<file path="src/sv/uec_pkg.sv">
// Package for the URL extension classifier: file-type codes, the extension
// table and the prefix-match function. No dependencies.
package uec_pkg;

  localparam int EXT_CAP     = 5;
  localparam int EXT_ENTRIES = 11;
  localparam int CNT_W       = $clog2(EXT_CAP + 1);

  localparam logic [7:0] CHAR_DOT   = 8'h2e;
  localparam logic [7:0] CHAR_SLASH = 8'h2f;
  localparam logic [7:0] CHAR_NUL   = 8'h00;

  localparam logic [3:0] FT_UNSUPPORTED = 4'd0;
  localparam logic [3:0] FT_CGI         = 4'd1;
  localparam logic [3:0] FT_HTML        = 4'd2;
  localparam logic [3:0] FT_JPG         = 4'd3;
  localparam logic [3:0] FT_PNG         = 4'd4;
  localparam logic [3:0] FT_GIF         = 4'd5;
  localparam logic [3:0] FT_CSS         = 4'd6;
  localparam logic [3:0] FT_ICO         = 4'd7;
  localparam logic [3:0] FT_JS          = 4'd8;
  localparam logic [3:0] FT_TXT         = 4'd9;

  typedef logic [EXT_CAP-1:0][7:0] ext_t;

  typedef struct packed {
    ext_t ext;
    logic single_slash;
  } cap_t;

  localparam logic [7:0] EXT_TEXT [EXT_ENTRIES][EXT_CAP] = '{
    '{"c", "g", "i", 8'h00, 8'h00},
    '{"h", "t", "m", "l", 8'h00},
    '{"h", "t", "m", 8'h00, 8'h00},
    '{"s", "h", "t", "m", "l"},
    '{"j", "p", "g", 8'h00, 8'h00},
    '{"p", "n", "g", 8'h00, 8'h00},
    '{"g", "i", "f", 8'h00, 8'h00},
    '{"c", "s", "s", 8'h00, 8'h00},
    '{"i", "c", "o", 8'h00, 8'h00},
    '{"j", "s", 8'h00, 8'h00, 8'h00},
    '{"t", "x", "t", 8'h00, 8'h00}
  };

  localparam logic [2:0] EXT_SIZE [EXT_ENTRIES] = '{
    3'd3, 3'd4, 3'd3, 3'd5, 3'd3, 3'd3, 3'd3, 3'd3, 3'd3, 3'd2, 3'd3
  };

  localparam logic [3:0] EXT_CODE [EXT_ENTRIES] = '{
    FT_CGI, FT_HTML, FT_HTML, FT_HTML, FT_JPG, FT_PNG, FT_GIF, FT_CSS,
    FT_ICO, FT_JS, FT_TXT
  };

  // The earliest matching entry wins, so the scan runs from the end.
  function automatic logic [3:0] classify(ext_t ext);
    logic [3:0] code;
    logic       same;
    code = FT_UNSUPPORTED;
    for (int i = EXT_ENTRIES - 1; i >= 0; i--) begin
      same = 1'b1;
      for (int k = 0; k < EXT_CAP; k++) begin
        if ((3'(k) < EXT_SIZE[i]) && (ext[k] != EXT_TEXT[i][k])) begin
          same = 1'b0;
        end
      end
      if (same) begin
        code = EXT_CODE[i];
      end
    end
    return code;
  endfunction

endpackage

</file>
<file path="src/sv/uec_if.sv">
// Valid/ready channel interfaces for path bytes and file-type results.
// Depends on nothing.
interface uec_path_if;
  logic       valid;
  logic       ready;
  logic [7:0] path_byte;
  logic       last_byte;

  modport source (output valid, output path_byte, output last_byte, input ready);
  modport sink (input valid, input path_byte, input last_byte, output ready);
endinterface

interface uec_type_if;
  logic       valid;
  logic       ready;
  logic [3:0] file_type;

  modport source (output valid, output file_type, input ready);
  modport sink (input valid, input file_type, output ready);
endinterface

</file>
<file path="src/sv/uec_capture.sv">
// Per-path capture state: dot tracking, extension byte capture and the
// single-slash check. Depends on uec_pkg.
module uec_capture (
  input  logic          clk,
  input  logic          rst_n,
  input  logic          accept,
  input  logic [7:0]    path_byte,
  input  logic          last_byte,
  output uec_pkg::cap_t cap
);

  logic                      dot_found_r, dot_found_nxt;
  logic                      zero_seen_r, zero_seen_nxt;
  logic [uec_pkg::CNT_W-1:0] count_r, count_nxt;
  uec_pkg::ext_t             ext_r, ext_nxt;
  logic [1:0]                bytes_seen_r, bytes_seen_nxt;
  logic                      first_slash_r, first_slash_nxt;

  always_comb begin
    dot_found_nxt   = dot_found_r;
    zero_seen_nxt   = zero_seen_r;
    count_nxt       = count_r;
    ext_nxt         = ext_r;
    first_slash_nxt = (bytes_seen_r == 2'd0) ? (path_byte == uec_pkg::CHAR_SLASH)
                                             : first_slash_r;
    bytes_seen_nxt  = (bytes_seen_r < 2'd2) ? bytes_seen_r + 2'd1 : bytes_seen_r;
    if (dot_found_r) begin
      if (count_r < uec_pkg::CNT_W'(uec_pkg::EXT_CAP)) begin
        for (int i = 0; i < uec_pkg::EXT_CAP; i++) begin
          if (count_r == uec_pkg::CNT_W'(i)) begin
            ext_nxt[i] = path_byte;
          end
        end
        count_nxt = count_r + 1'b1;
      end
    end else if (path_byte == uec_pkg::CHAR_DOT) begin
      if (!zero_seen_r) begin
        dot_found_nxt = 1'b1;
      end
    end else if (path_byte == uec_pkg::CHAR_NUL) begin
      zero_seen_nxt = 1'b1;
    end
  end

  assign cap.ext          = ext_nxt;
  assign cap.single_slash = (bytes_seen_r == 2'd0) && (path_byte == uec_pkg::CHAR_SLASH);

  always_ff @(posedge clk) begin
    if (!rst_n) begin
      dot_found_r   <= 1'b0;
      zero_seen_r   <= 1'b0;
      count_r       <= '0;
      ext_r         <= '0;
      bytes_seen_r  <= 2'd0;
      first_slash_r <= 1'b0;
    end else if (accept) begin
      if (last_byte) begin
        dot_found_r   <= 1'b0;
        zero_seen_r   <= 1'b0;
        count_r       <= '0;
        ext_r         <= '0;
        bytes_seen_r  <= 2'd0;
        first_slash_r <= 1'b0;
      end else begin
        dot_found_r   <= dot_found_nxt;
        zero_seen_r   <= zero_seen_nxt;
        count_r       <= count_nxt;
        ext_r         <= ext_nxt;
        bytes_seen_r  <= bytes_seen_nxt;
        first_slash_r <= first_slash_nxt;
      end
    end
  end

  a_dot_zero_excl: assert property (@(posedge clk) disable iff (!rst_n)
    !(dot_found_r && zero_seen_r))
    else $error("dot and zero-byte flags both set");

  a_count_needs_dot: assert property (@(posedge clk) disable iff (!rst_n)
    (count_r != '0) |-> (dot_found_r && count_r <= uec_pkg::CNT_W'(uec_pkg::EXT_CAP)))
    else $error("capture count without a dot or beyond capacity");

  a_clear_after_last: assert property (@(posedge clk) disable iff (!rst_n)
    (accept && last_byte) |=> (count_r == '0 && !dot_found_r && bytes_seen_r == 2'd0))
    else $error("path state not cleared after last byte");

endmodule

</file>
<file path="src/sv/uec_match.sv">
// Table lookup of the captured extension, with the single-slash override.
// Depends on uec_pkg.
module uec_match (
  input  uec_pkg::cap_t cap,
  output logic [3:0]    file_type
);

  assign file_type = cap.single_slash ? uec_pkg::FT_HTML : uec_pkg::classify(cap.ext);

endmodule

</file>
<file path="src/sv/url_extension_classifier_unit.sv">
// URL extension classifier top level: one path byte per transaction, one
// file-type result per path. Depends on uec_pkg, uec_if, uec_capture, uec_match.
// Throughput: one path byte per cycle while no result is stalled at the output;
// the registered result frees the input, valid the cycle after the last byte.
// Reset: synchronous active-low rst_n clears all path state and the result valid.
module url_extension_classifier_unit (
  input  logic      clk,
  input  logic      rst_n,
  uec_path_if.sink  in_chan,
  uec_type_if.source out_chan
);

  logic          accept;
  uec_pkg::cap_t cap;
  logic [3:0]    type_comb;
  logic          out_valid_r;
  logic [3:0]    file_type_r;

  assign in_chan.ready = !out_valid_r || out_chan.ready;
  assign accept        = in_chan.valid && in_chan.ready;

  uec_capture u_capture (
    .clk       (clk),
    .rst_n     (rst_n),
    .accept    (accept),
    .path_byte (in_chan.path_byte),
    .last_byte (in_chan.last_byte),
    .cap       (cap)
  );

  uec_match u_match (
    .cap       (cap),
    .file_type (type_comb)
  );

  always_ff @(posedge clk) begin
    if (!rst_n) begin
      out_valid_r <= 1'b0;
    end else if (accept && in_chan.last_byte) begin
      out_valid_r <= 1'b1;
    end else if (out_chan.ready) begin
      out_valid_r <= 1'b0;
    end
  end

  always_ff @(posedge clk) begin
    if (accept && in_chan.last_byte) begin
      file_type_r <= type_comb;
    end
  end

  assign out_chan.valid     = out_valid_r;
  assign out_chan.file_type = file_type_r;

  a_last_gives_result: assert property (@(posedge clk) disable iff (!rst_n)
    (accept && in_chan.last_byte) |=> out_valid_r)
    else $error("last byte did not produce a result");

  a_code_range: assert property (@(posedge clk) disable iff (!rst_n)
    out_valid_r |-> (file_type_r <= uec_pkg::FT_TXT))
    else $error("file type code out of range");

  a_no_overwrite: assert property (@(posedge clk) disable iff (!rst_n)
    (out_valid_r && !out_chan.ready) |-> !accept)
    else $error("input accepted while result stalled");

endmodule
</file>
<file path="src/flat_wrapper.sv">
// flat-port wrapper written by rule: the top's interface ports become plain ports
module url_extension_classifier_unit_flat 
  (clk, rst_n, in_chan_valid, in_chan_path_byte, in_chan_last_byte, in_chan_ready, out_chan_valid, out_chan_file_type, out_chan_ready);
  uec_path_if in_chan_i ();
  uec_type_if out_chan_i ();
  input  logic clk;
  input  logic rst_n;
  input wire logic [$bits(in_chan_i.valid)-1:0] in_chan_valid;
  input wire logic [$bits(in_chan_i.path_byte)-1:0] in_chan_path_byte;
  input wire logic [$bits(in_chan_i.last_byte)-1:0] in_chan_last_byte;
  output wire logic [$bits(in_chan_i.ready)-1:0] in_chan_ready;
  output wire logic [$bits(out_chan_i.valid)-1:0] out_chan_valid;
  output wire logic [$bits(out_chan_i.file_type)-1:0] out_chan_file_type;
  input wire logic [$bits(out_chan_i.ready)-1:0] out_chan_ready;
  assign in_chan_i.valid = in_chan_valid;
  assign in_chan_i.path_byte = in_chan_path_byte;
  assign in_chan_i.last_byte = in_chan_last_byte;
  assign in_chan_ready = in_chan_i.ready;
  assign out_chan_valid = out_chan_i.valid;
  assign out_chan_file_type = out_chan_i.file_type;
  assign out_chan_i.ready = out_chan_ready;
  url_extension_classifier_unit u_core (.clk(clk), .rst_n(rst_n), .in_chan(in_chan_i), .out_chan(out_chan_i));
endmodule
</file>
<file path="config.mk">
export PLATFORM = sky130hd
export DESIGN_NAME = url_extension_classifier_unit_flat
export DESIGN_NICKNAME = d
export VERILOG_FILES = /design/src/sv/uec_pkg.sv /design/src/sv/uec_if.sv /design/src/sv/uec_capture.sv /design/src/sv/uec_match.sv /design/src/sv/url_extension_classifier_unit.sv /design/src/flat_wrapper.sv
export SDC_FILE = /design/constraint.sdc
export NUM_CORES = 1
export LEC_CHECK = 0
export BUFFER_PORTS_ARGS = -buffer_cell sky130_fd_sc_hd__buf_2
export CAP_MARGIN = 15
export CORE_UTILIZATION = 30
export CTS_BUF_LIST = sky130_fd_sc_hd__clkbuf_8
export DETAILED_ROUTE_END_ITERATION = 6
export PLACE_DENSITY_LB_ADDON = 0.08
export SKIP_LAST_GASP = 1
export SYNTH_ARGS = -nofsm -noshare
export SYNTH_HDL_FRONTEND = slang
export SYNTH_SLANG_ARGS = --single-unit
</file>
<file path="constraint.sdc">
create_clock -name clk -period 3.05 [get_ports clk]
set_input_delay 0.305 -clock clk [delete_from_list [all_inputs] [get_ports clk]]
set_output_delay 0.305 -clock clk [all_outputs]
set_load 0.05 [all_outputs]
</file>
==> impl_metrics.yaml <==
global_route:
  antenna_found_initial: 0
  grt_pass1_vias: 2658
  grt_use_total: 0.197
  grt_max_degree: 46
  globalRoute.totalOverflow: 0
  grt_pass1_wl_mm: 15.1
timing:
  hold_slack_ns: 0.328
  finClkSkew_ns: 0.00967
  period_share: 0.903
  rsz0062_at_grt: "false"
  relSlewSlack: 0.525
  finalSetupTns_ns: 0
  hold_violations: 0
  final_max_slew_viol_count: 0
  tightestPinTransition_ns: 0.712
  setup_ws_ns: 0.296
  max_freq_mhz: 363
  finalSetupViolations: 0
  layout_min_cycle_time_ns: 2.75
clock_network:
  cts_inserted_buffers: 5
  cts_setup_buffers: 0
  cts_resized: 0
  hold_buffers: 0
  clk_pin_slew_ns: 0.10
  clk_latency_ns: 0.31
  clk_path_buf_depth: 2
  cts_tree: "done"
  h-tree-depth: 2
  cts_root_buffer: "clkbuf_8"
  cts.sinks: 52
logic_synthesis:
  synth_top_area_frac: 0.320
  syn_nets: 373
  synth-main-ff-cell: "dfxtp_1"
  netlist_top_cells_count: "nor2b_1, dfxtp_1, a22oi_1, nand2_1, nor2_1"
  postSynthAreaPerCell_um2: 8.48
  yosys_warnings: 0
  synth_edf_count: 4
  ys_ff_latch: 52
  synth_most_common_cell: "nor2b_1"
  synth-seq-area-share: 0.360
  synthArstFlopShare: 0
  ys_types: 48
  synth_largest_area_cell: "dfxtp_1"
  postSynthCellCount: 354
  netlist_area_um2: 3000
  yosys-top-cells-area: "dfxtp_1, nor2b_1, a22oi_1"
placement:
  dpl.cell_count: 498
  gp_congestion: 0.943
  hpwl_mm: 7.05
  portBuffers: 18
  dp_slack_ns: 0.336
setup_path:
  end_kind: "register"
  crit_path_start_kind: "register"
  path_cells: "inv_1 > ha_1 > and3b_1 > mux2i_1 > o211ai_1 > or3_4 > a2111oi_2 > a41oi_1 > a31oi_1"
  cp_slowest_cell: "and3b_1"
  arrival_ns: 2.91
  max_stage_delay_ns: 0.44
  critPathRequiredTime_ns: 3.21
  crit_fanout: 9
  setup.worst_path.class: "reg2reg"
detailed_routing:
  ant_nets: 0
  wl_mm: 9.59
  first_pass_iters: 5
  viasPerCell: 5.54
  drc_errors: 0
  wl_per_cell_um: 19.0
  drt-initial-drc-count: 196
  num_vias: 2802
die:
  die_w_um: 102
  io_pins: 19
  start_util: 0.308
  coreArea_um2: 9730
  fp-row-count: 36
  die_h_um: 102
  die-area_um2: 10400
power_and_ir_drop:
  power.leakage_uw: 0.00103
  powerDensity_nw_per_um2: 385
  vdd_drop_max_mv: 0.174
min_path:
  hold_class: "in2reg"
layout:
  drive_above_1_share: 0.115
  n_antenna_cell: 0
  finalNetCount: 391
  area_growth_pct: 12.2
  final_util: 0.346
  final_cells: 506
flow_run:
  cap_violations: 0
status:
  status: "finished, final reports clean"
[stage by stage]
step,cell area (um^2),power [uW]
global route,3370,1350
floorplan,3000,771
detailed placement,3260,819
CTS,3370,1320
finish,3370,1300
global placement,3260,821
[layout by cell type, fill, tap and decap left out, types with 2 or more instances in the layout]
| master | synthesis | layout |
|---|---|---|
| nand4_1 | 9 | 9 |
| nor4_1 | 4 | 4 |
| nor3b_1 | 4 | 4 |
| nand2_1 | 23 | 23 |
| o21ai_1 | 5 | 5 |
| nor4b_1 | 2 | 2 |
| nand3b_1 | 5 | 5 |
| a21boi_0 | 2 | 2 |
| dfxtp_1 | 48 | 48 |
| a21o_1 | 2 | 2 |
| a21oi_1 | 8 | 8 |
| inv_1 | 13 | 14 |
| nand2b_1 | 7 | 7 |
| a22oi_1 | 39 | 39 |
| mux2i_1 | 3 | 3 |
| ha_1 | 6 | 6 |
| nor4bb_1 | 5 | 5 |
| a221oi_1 | 2 | 2 |
| and2_1 | 2 | 2 |
| or4b_2 | 2 | 2 |
| or3_1 | 3 | 3 |
| o21ai_0 | 17 | 17 |
| o211ai_1 | 2 | 2 |
| a31oi_1 | 7 | 7 |
| clkbuf_8 | 0 | 5 |
| buf_4 | 0 | 9 |
| and4b_1 | 3 | 3 |
| or4_1 | 2 | 2 |
| buf_2 | 1 | 18 |
| nor2b_1 | 55 | 55 |
| nand3_1 | 8 | 8 |
| nand4b_1 | 3 | 3 |
| nor2_1 | 18 | 18 |
| a41oi_1 | 4 | 4 |
| and3b_2 | 2 | 2 |
| nor3_1 | 8 | 8 |
| edfxtp_1 | 4 | 4 |
[final cells by class]
class / instances / area [um^2]
fill: 1047 / 6360
multi-input combinational: 273 / 1800
sequential: 52 / 1080
tap: 133 / 166
timing repair buffer: 27 / 158
clock buffer: 5 / 68.8
inverter: 13 / 48.8
clock inverter: 3 / 42.5
[worst paths after layout]
kind	end	slack, ns	cells past startpoint	start
worst max-delay path	u_core.out_chan.file_type[0]	0.30	9	u_core.u_capture.count_r[0]
worst min-delay path	u_core.out_chan.valid	0.33	3	out_chan_ready
worst max register to register	u_core.out_chan.file_type[0]	0.30	9	u_core.u_capture.count_r[0]
worst min register to register	u_core.u_capture.zero_seen_r	0.51	2	u_core.u_capture.zero_seen_r
[where the power goes]
group	leakage, uW	total (uW)	switching, uW	internal, uW
Sequential	0.000426	692	1.63	690
Clock	0.0000599	493	248	245
Combinational	0.000539	111	81.5	29.6
[logic make-up (layout without fill, tap and decap cells)]
logic type,Yosys count,in the layout,synth area share
simple gates,167,167,0.334
compound gates,95,95,0.224
flops,52,52,0.360
buf+inv,29,48,0.0392
fa+ha+maj,6,6,0.0250
mux,4,4,0.0150
xor+xnor,1,1,0.00292
[per-layer routing]
layer  vias to the layer above  track usage  part of all wire
li1                       1355            -                 -
met1                      1323        0.279              0.47
met2                       100        0.296              0.45
met3                        24       0.0294             0.047
met4                         0       0.0835             0.033
met5                         -            0                 0
[registers in the layout, indices dropped and copies added (netlist names)]
| name | cells |
|---|---|
| u_core.u_capture.count_r | 3 |
| u_core.u_capture.bytes_seen_r | 2 |
| u_core.out_chan.file_type | 4 |
| u_core.u_capture.ext_r | 40 |
| u_core.u_capture.dot_found_r | 1 |
| u_core.out_chan.valid | 1 |
| u_core.u_capture.zero_seen_r | 1 |
[critical path, delay by kind of cell (launching register included)]
kind | cells | cell delay, ns
AND/OR/NAND/NOR | 2 | 0.85
buffers and inverters | 1 | 0.13
multiplexers | 1 | 0.25
adder cells (fa/ha/maj) | 1 | 0.17
flip-flops | 1 | 0.36
AO/OA/AOI/OAI | 4 | 0.84
No activity file was read; power rests on OpenSTA's default activity.
